==> config.mk <==
export PLATFORM = sky130hd
export DESIGN_NAME = blp_debounce
export DESIGN_NICKNAME = d
export VERILOG_FILES = /design/src/design/blp_pkg.sv /design/src/design/blp_debounce.sv
export SDC_FILE = /design/constraint.sdc
export NUM_CORES = 1
export LEC_CHECK = 0
export ABC_AREA = 1
export BUFFER_PORTS_ARGS = -buffer_cell sky130_fd_sc_hd__buf_2
export CAP_MARGIN = 20
export CORE_ASPECT_RATIO = 2
export CORE_UTILIZATION = 40
export CTS_CLUSTER_DIAMETER = 40
export DETAILED_ROUTE_END_ITERATION = 12
export GPL_TIMING_DRIVEN = 0
export PLACE_DENSITY = 0.7
export SKIP_CTS_REPAIR_TIMING = 1
export SLEW_MARGIN = 20
export SYNTH_ARGS = -nofsm -noshare
export SYNTH_HDL_FRONTEND = slang
export SYNTH_SLANG_ARGS = --single-unit
==> constraint.sdc <==
create_clock -name clk -period 2.2 [get_ports clk]
set_input_delay 0.11 -clock clk [delete_from_list [all_inputs] [get_ports clk]]
set_output_delay 0.11 -clock clk [all_outputs]
set_load 0.02 [all_outputs]
==> src/design/blp_pkg.sv <==
// ----------------------------------------------------------------------------
// blp_pkg
// Types and constants shared by the lamp scanner and its button debouncer.
// ----------------------------------------------------------------------------
package blp_pkg;

  localparam int PatW    = 6;
  localparam int LampW   = 4;
  localparam int ModeW   = 3;
  localparam int CfgW    = 8;
  localparam int CfgIdxW = 2;

  // Configuration register indexes
  localparam logic [CfgIdxW-1:0] CFG_SAMPLES_PER_WINDOW = 2'd0;
  localparam logic [CfgIdxW-1:0] CFG_PRESS_THRESHOLD    = 2'd1;
  localparam logic [CfgIdxW-1:0] CFG_WINDOWS_PER_STEP   = 2'd2;

  localparam logic [CfgW-1:0] SAMPLES_RESET   = 8'd100;
  localparam logic [CfgW-1:0] THRESHOLD_RESET = 8'd70;
  localparam logic [CfgW-1:0] WINDOWS_RESET   = 8'd10;

  // Modes
  localparam logic [ModeW-1:0] MODE_PAUSE0 = 3'd0;
  localparam logic [ModeW-1:0] MODE_ONE    = 3'd1;
  localparam logic [ModeW-1:0] MODE_THREE  = 3'd3;
  localparam logic [ModeW-1:0] MODE_FIVE   = 3'd5;
  localparam logic [ModeW-1:0] MODE_LAST   = 3'd5;

  // Start patterns (also the low-end bounce points) and high-end bounce points
  localparam logic [PatW-1:0] PAT_ONE_LO   = 6'b000001;
  localparam logic [PatW-1:0] PAT_ONE_HI   = 6'b100000;
  localparam logic [PatW-1:0] PAT_THREE_LO = 6'b000011;
  localparam logic [PatW-1:0] PAT_THREE_HI = 6'b110000;
  localparam logic [PatW-1:0] PAT_FIVE_LO  = 6'b000111;
  localparam logic [PatW-1:0] PAT_FIVE_HI  = 6'b111000;

  typedef struct packed {
    logic button_down;
  } tick_t;

  typedef struct packed {
    logic [LampW-1:0] lamps;
    logic [ModeW-1:0] mode;
  } result_t;

  // Events from the debouncer for the tick being accepted
  typedef struct packed {
    logic step_start;
    logic advance;
  } deb_evt_t;

endpackage

==> src/design/blp_debounce.sv <==
// ----------------------------------------------------------------------------
// blp_debounce
// Window/step tick counters and counting button debouncer with config regs.
// ----------------------------------------------------------------------------
module blp_debounce (
  input  logic                         clk,
  input  logic                         rst,
  input  logic                         cfg_we,
  input  logic [blp_pkg::CfgIdxW-1:0]  cfg_index,
  input  logic [blp_pkg::CfgW-1:0]     cfg_data,
  input  logic                         accept,
  input  logic                         button_down,
  output blp_pkg::deb_evt_t            evt
);
  import blp_pkg::*;

  logic [CfgW-1:0] samples_per_window;
  logic [CfgW-1:0] press_threshold;
  logic [CfgW-1:0] windows_per_step;

  logic [CfgW-1:0] sample_index, sample_index_next;
  logic [CfgW-1:0] window_index, window_index_next;
  logic [CfgW-1:0] press_count, press_count_next;
  logic            released, released_next;

  logic [CfgW-1:0] count_inc;
  logic            window_end;
  logic            window_pressed;

  always_ff @(posedge clk) begin
    if (rst) begin
      samples_per_window <= SAMPLES_RESET;
      press_threshold    <= THRESHOLD_RESET;
      windows_per_step   <= WINDOWS_RESET;
    end else if (cfg_we) begin
      unique case (cfg_index)
        CFG_SAMPLES_PER_WINDOW: samples_per_window <= cfg_data;
        CFG_PRESS_THRESHOLD:    press_threshold    <= cfg_data;
        CFG_WINDOWS_PER_STEP:   windows_per_step   <= cfg_data;
        default: ;
      endcase
    end
  end

  always_comb begin
    count_inc = press_count;
    if (button_down && press_count != '1) count_inc = press_count + 1'b1;

    // 9-bit compares: a length of zero acts as one, a lowered length ends now
    window_end     = ({1'b0, sample_index} + 9'd1) >= {1'b0, samples_per_window};
    window_pressed = count_inc > press_threshold;

    sample_index_next = sample_index + 1'b1;
    window_index_next = window_index;
    press_count_next  = count_inc;
    released_next     = released;
    evt.step_start    = (sample_index == '0) && (window_index == '0);
    evt.advance       = 1'b0;

    if (window_end) begin
      sample_index_next = '0;
      press_count_next  = '0;
      if (window_pressed) begin
        released_next = 1'b0;
      end else if (!released) begin
        evt.advance   = 1'b1;
        released_next = 1'b1;
      end
      if (({1'b0, window_index} + 9'd1) >= {1'b0, windows_per_step})
        window_index_next = '0;
      else
        window_index_next = window_index + 1'b1;
    end
  end

  always_ff @(posedge clk) begin
    if (rst) begin
      sample_index <= '0;
      window_index <= '0;
      press_count  <= '0;
      released     <= 1'b1;
    end else if (accept) begin
      sample_index <= sample_index_next;
      window_index <= window_index_next;
      press_count  <= press_count_next;
      released     <= released_next;
    end
  end

endmodule

==> results.py, run 1 <==
metrics = {
    "die": {
        "core_area_mm2": 0.00766,
        "io_pins": 17,
        "initial_core_util_pct": 41.6,
        "fp.dieW_um": 65.1,
        "rows": 45,
        "fp.dieH_um": 128,
        "dieArea_mm2": 0.00835,
    },
    "timing": {
        "finalClockSkew_ps": 7.89,
        "hold_viol_final": 0,
        "final_max_slew_viol_count": 0,
        "relSlewSlack_pct": 61.3,
        "setup_slack_ps": -554,
        "rsz0062_at_grt": "true",
        "hold_slack_ps": 40.0,
        "post-route-period-util_pct": 125,
        "tightest_slew_ps": 580,
        "setup_viol": 23,
        "finalCriticalPeriod_ps": 2750,
        "fmax_mhz": 363,
    },
    "power_and_ir_drop": {
        "p_leak_nw": 2.01,
        "switchingPower_mw": 0.605,
        "p_per_area_mw_per_mm2": 480,
        "p_sw_share_pct": 29.2,
        "p_clk_share_pct": 38.9,
        "seqPwrFrac_pct": 45.6,
        "pwr-share-comb_pct": 15.5,
        "peakVddDrop_uv": 319,
        "internal-power_mw": 1.47,
    },
    "logic_synthesis": {
        "synth_flop_cell": "dfxtp_1",
        "synth_cells": 479,
        "syn_area_mm2": 0.00319,
        "synth.net_count": 523,
        "ys_types": 32,
        "ys_ff_latch": 49,
        "yosys_warnings": 0,
        "avgSynthCellArea_um2": 6.66,
        "synth-edff-count": 0,
        "async_reset_ff_share_pct": 0,
        "ys_seq_area_share_pct": 30.8,
    },
    "finish": {
        "layout_commonest_cell": "nand2_1",
        "nNetsFinal": 569,
        "fin_area_mm2": 0.00431,
        "drive_above_1_share_pct": 29.8,
        "fin_util_pct": 56.3,
        "multi_input_area_mm2": 0.00232,
        "fillers": 693,
        "n_antenna_cell": 0,
        "seq_area_mm2": 0.00101,
        "mostFrequentLayoutCells": "nand2_1, inv_1, dfxtp_1",
        "syn_to_final_growth_pct": 35.3,
    },
    "run_status": {
        "status": "finished with violations",
        "violations": "negative setup slack",
    },
    "grt": {
        "track_usage_pct": 21.2,
        "grt_pass1_vias": 3017,
        "grt-ovfl-total": 0,
        "antenna_found_initial": 0,
        "grt_pass1_wl_mm": 13.5,
        "grt_max_degree": 18,
    },
    "drt": {
        "vias": 3207,
        "drt_iter0_markers": 172,
        "viasPerCell": 5.17,
        "drc": 0,
        "wl_mm": 9.29,
        "drt_pass1_iterations": 4,
        "ant_nets": 0,
        "avgRoutedWirePerCell_um": 15.0,
    },
    "critical_path": {
        "critical_path_arrival_ps": 2640,
        "cp_max_fo": 7,
        "critPathMostFrequentCell": "nand2_1",
        "cp-end-kind": "output pin",
        "worstSetupPathType": "flop to output pin",
        "required_ps": 2090,
        "slowest_delay_ps": 370,
        "crit_chain": "ha_4 > nand3_4 > nor2_4 > nand2_4 > nand2_8 > inv_8 > nand2_1 > nand2_1 > inv_1 > ha_4 > a21oi_1 > o21ai_1 > nand2_1 > o211ai_1 > nand2_1 > nand3b_1 > inv_1 > buf_6",
        "startpoint_type": "flop",
        "slowest_stage": "dfxtp_4",
    },
    "place": {
        "place_congestion": 0.911,
        "postPlaceCellArea_mm2": 0.00340,
        "numPortBuffers": 15,
        "dp_hpwl_mm": 6.49,
    },
    "clock_network": {
        "cts_root_buffer": "clkbuf_16",
        "cts_tree": "built",
        "cts_buffers": 5,
        "clk_latency_ps": 300,
        "clock_path_buffers": 2,
        "path_clk_slew_ps": 70,
        "clock-sinks": 49,
        "cts_max_level": 2,
    },
    "worst_hold_path": {
        "hp-class": "input pin to flop",
    },
    "flow_run": {
        "max_cap_viol_count": 0,
    },
}
## registers in the layout (all words and copies together), names as in the netlist
register	flops
press_count	8
press_threshold	8
sample_index	8
samples_per_window	8
window_index	8
windows_per_step	8
released	1
## logic make-up after synthesis
family | count (synthesis) | share of synthesized area (%)
adder cells (fa/ha/maj) | 29 | 11.4
buffers and inverters | 98 | 12.1
AND/OR/NAND/NOR | 218 | 30.1
flip-flops | 49 | 30.8
XOR/XNOR | 11 | 3.02
AO/OA/AOI/OAI | 74 | 12.6
## worst max-delay path: cells and delay by family (launching register included)
family | cells | cell delay (ps)
AO/OA/AOI/OAI | 3 | 390
adder cells (fa/ha/maj) | 2 | 360
buffers and inverters | 4 | 320
flip-flops | 1 | 370
AND/OR/NAND/NOR | 9 | 870
## Yosys cell counts, types with 8 or more instances
library cell | instances | share of area, %
a21oi_1 | 37 | 5.8
clkbuf_1 | 8 | 0.94
dfxtp_1 | 49 | 31
ha_1 | 29 | 11
inv_1 | 82 | 9.7
nand2_1 | 106 | 12
nand3_1 | 25 | 3.9
nand4_1 | 13 | 2.6
nor2_1 | 53 | 6.2
o211ai_1 | 9 | 2.1
o21ai_0 | 22 | 3.5
xor2_1 | 10 | 2.7
## path summary, 6_finish.rpt
| check | slack (ps) | depth (start not counted) | to | startpoint |
|---|---|---|---|---|
| max reg2reg | -290 | 17 | sample_index[0] | sample_index[0] |
| min | 40 | 2 | sample_index[6] | rst |
| max | -550 | 18 | evt[0] | press_count[1] |
| min reg2reg | 460 | 2 | samples_per_window[4] | samples_per_window[4] |
## layer usage
| layer | track usage (%) | part of all wire (%) |
|---|---|---|
| met4 | 14.3 | 6.9 |
| met1 | 19.3 | 35 |
| met3 | 3.11 | 2.9 |
| met5 | 0 | 0 |
| met2 | 40.9 | 55 |
## per-stage QoR
stage	power (mW)	setup TNS, ps	setup slack, ps	cells
2_1_floorplan	1.13	0	11.6	479
3_3_place_gp	1.20	-7210	-445	588
3_5_place_dp	1.21	-7790	-548	588
4_1_cts	2.01	-8900	-872	596
5_1_grt	2.16	-6740	-654	620
6_report	2.07	-3860	-554	620
## power by group through the flow
stage	logic, mW	registers, mW	clock network, mW
after global placement	0.241	0.962	0
after global routing	0.360	0.947	0.852
after floorplan	0.171	0.957	0
after CTS	0.249	0.943	0.813
after detailed placement	0.248	0.963	0
final	0.321	0.943	0.806
## cell type report
| cell class | instances | share of cell area (%) |
|---|---|---|
| inverter | 87 | 7.75 |
| timing repair buffer | 39 | 7.17 |
| sequential | 49 | 23.4 |
| clock inverter | 3 | 0.580 |
| multi-input combinational | 332 | 53.8 |
| tap | 94 | 2.73 |
| clock buffer | 5 | 2.90 |
| buffer | 11 | 1.68 |
Power figures use the tool's default switching activity.
==> run 2, diff against run 1 <==
--- a/config.mk
+++ b/config.mk
@@ -6,14 +6,15 @@
 export NUM_CORES = 1
 export LEC_CHECK = 0
 export ABC_AREA = 1
+export ABC_CLOCK_PERIOD_IN_PS = 2850
 export BUFFER_PORTS_ARGS = -buffer_cell sky130_fd_sc_hd__buf_2
 export CAP_MARGIN = 20
 export CORE_ASPECT_RATIO = 2
-export CORE_UTILIZATION = 40
+export CORE_UTILIZATION = 58
 export CTS_CLUSTER_DIAMETER = 40
 export DETAILED_ROUTE_END_ITERATION = 12
 export GPL_TIMING_DRIVEN = 0
-export PLACE_DENSITY = 0.7
+export PLACE_DENSITY = 0.88
 export SKIP_CTS_REPAIR_TIMING = 1
 export SLEW_MARGIN = 20
 export SYNTH_ARGS = -nofsm -noshare
==> constraint.sdc (replaced) <==
create_clock -name clk -period 2.85 [get_ports clk]
set_input_delay 0.1425 -clock clk [delete_from_list [all_inputs] [get_ports clk]]
set_output_delay 0.1425 -clock clk [all_outputs]
set_load 0.02 [all_outputs]
==> results.py, run 2 (same netlist as run 1, synthesis figures left out) <==
metrics = {
    "run_status": {
        "status": "complete, no violations",
    },
    "drt": {
        "wl_mm": 7.81,
        "ant_nets": 0,
        "avgRoutedWirePerCell_um": 13.9,
        "vias": 3117,
        "drt_pass1_iterations": 5,
        "drt_iter0_markers": 100,
        "viasPerCell": 5.57,
        "drc": 0,
    },
    "clock_network": {
        "clk_latency_ps": 310,
        "cts_root_buffer": "clkbuf_8",
        "clock-sinks": 49,
        "clock_path_buffers": 2,
        "cts_tree": "built",
        "path_clk_slew_ps": 90,
        "cts_buffers": 5,
        "cts_max_level": 2,
    },
    "critical_path": {
        "required_ps": 2710,
        "crit_buf_inv": 3,
        "crit_chain": "ha_1 > nand2_2 > nor2_4 > nand2_1 > xor2_1 > inv_1 > ha_1 > a21o_1 > nand3_1 > nand2_1 > nor2_1 > nand3_2 > nand3b_1 > inv_1 > buf_4",
        "r2r-end": "sample_index[2]",
        "startpoint_type": "flop",
        "reg2reg_from": "sample_index[0]",
        "slowest_delay_ps": 380,
        "cp-end-kind": "output pin",
        "worstSetupPathType": "flop to output pin",
        "r2r_slack_ps": 200,
        "critPathTopFamily": "simple AND/OR/NAND/NOR gates",
        "slowest_stage": "dfxtp_2",
        "cp_max_fo": 5,
        "ff2ff_path_depth": 14,
        "critical_path_arrival_ps": 2680,
    },
    "finish": {
        "fillers": 467,
        "n_antenna_cell": 0,
        "nNetsFinal": 545,
        "mostFrequentLayoutCells": "nand2_1, inv_1, nor2_1",
        "fin_util_pct": 66.5,
        "layout_commonest_cell": "nand2_1",
        "drive_above_1_share_pct": 10.2,
        "fin_area_mm2": 0.00348,
        "syn_to_final_growth_pct": 9.11,
        "final_cell_count_no_fill": 560,
    },
    "grt": {
        "grt_max_degree": 17,
        "track_usage_pct": 29.3,
        "grt_pass1_vias": 3013,
        "antenna_found_initial": 0,
        "grt_pass1_wl_mm": 12.5,
        "grt-ovfl-total": 0,
    },
    "worst_hold_path": {
        "hp-class": "input pin to flop",
        "holdCritStartpoint": "rst",
        "holdPathStages": 2,
        "hold-path-endpoint": "sample_index[4]",
    },
    "timing": {
        "finalCriticalPeriod_ps": 2820,
        "setup_viol": 0,
        "finalClockSkew_ps": 12.1,
        "final_max_slew_viol_count": 0,
        "hold_viol_final": 0,
        "hold_slack_ps": 74.5,
        "tightest_slew_ps": 518,
        "post-route-period-util_pct": 99.1,
        "fmax_mhz": 354,
        "rsz0062_at_grt": "true",
        "relSlewSlack_pct": 65.3,
    },
    "die": {
        "rows": 37,
        "fp.dieH_um": 107,
        "fp.dieW_um": 54.4,
        "initial_core_util_pct": 60.9,
        "dieArea_mm2": 0.00582,
        "core_area_mm2": 0.00523,
        "io_pins": 17,
    },
    "place": {
        "numPortBuffers": 15,
        "place_congestion": 0.864,
        "dp_hpwl_mm": 6.21,
        "postPlaceCellArea_mm2": 0.00334,
        "dp_cells": 552,
    },
    "power_and_ir_drop": {
        "peakVddDrop_uv": 377,
        "power_mw": 1.35,
        "p_leak_nw": 1.78,
        "p_per_area_mw_per_mm2": 387,
    },
    "flow_run": {
        "max_cap_viol_count": 0,
    },
}
## run 2: cell types whose count changed in the layout (fill, tap and decap cells not counted), sizes merged
| cell | delta |
|---|---|
| clkinv | +3 |
| inv | -2 |
| clkinvlp | -1 |
| buf | -24 |
## run 2: layer usage
layer,GRT usage [%],routed length [µm]
met2,50.9,4260
met1,27.0,2770
met4,24.0,515
met5,0,0
met3,5.53,261
## run 2: report_power, final
part | switching (mW) | leakage (nW) | internal (mW) | total, mW
sequential | 0.0180 | 0.402 | 0.710 | 0.728
clock | 0.249 | 0.0481 | 0.175 | 0.423
combinational | 0.125 | 1.33 | 0.0688 | 0.194
total | 0.392 | 1.78 | 0.953 | 1.35
## run 2: worst max-delay path by stage
stage / start / endpoint / slack, ps / cells after the start
2_1_floorplan: sample_index[0] / sample_index[1] / 580 / 14
3_3_place_gp: press_count[0] / evt[0] / 220 / 17
3_5_place_dp: press_count[0] / evt[0] / 180 / 17
4_1_cts: press_count[0] / evt[0] / -170 / 17
5_1_grt: press_count[0] / evt[0] / -80 / 18
6_report: sample_index[0] / evt[0] / 30 / 15
## run 2: cell type report
| type | count | area (µm²) | area share [%] |
|---|---|---|---|
| plain buffers | 11 | 58.8 | 1.69 |
| clock buffers | 5 | 68.8 | 1.98 |
| clock inverters | 3 | 22.5 | 0.647 |
| inverters | 87 | 327 | 9.39 |
| multi-input cells | 332 | 1860 | 53.5 |
| flip-flops and latches | 49 | 991 | 28.5 |
| well taps | 58 | 72.6 | 2.09 |
| repair buffers | 15 | 77.6 | 2.23 |
## run 2: stage by stage
| step | worst slack, ps | setup TNS [ps] |
|---|---|---|
| global placement | 223 | 0 |
| detailed placement | 180 | 0 |
| global route | -82.3 | -82.3 |
| floorplan | 578 | 0 |
| finish | 25.8 | 0 |
| CTS | -168 | -168 |
## run 2: worst reg2reg max path, cell delays in order, from the launching register on
cell and delay [ps]:
dfxtp_2 380, ha_1 210, nand2_2 80, nor2_4 160, nand2_1 100, xor2_1 150
inv_1 90, ha_1 290, nand2_1 100, nor2_1 70, a31oi_1 100, and2_1 200
clkbuf_1 360, nand4_1 160, a21oi_1 150
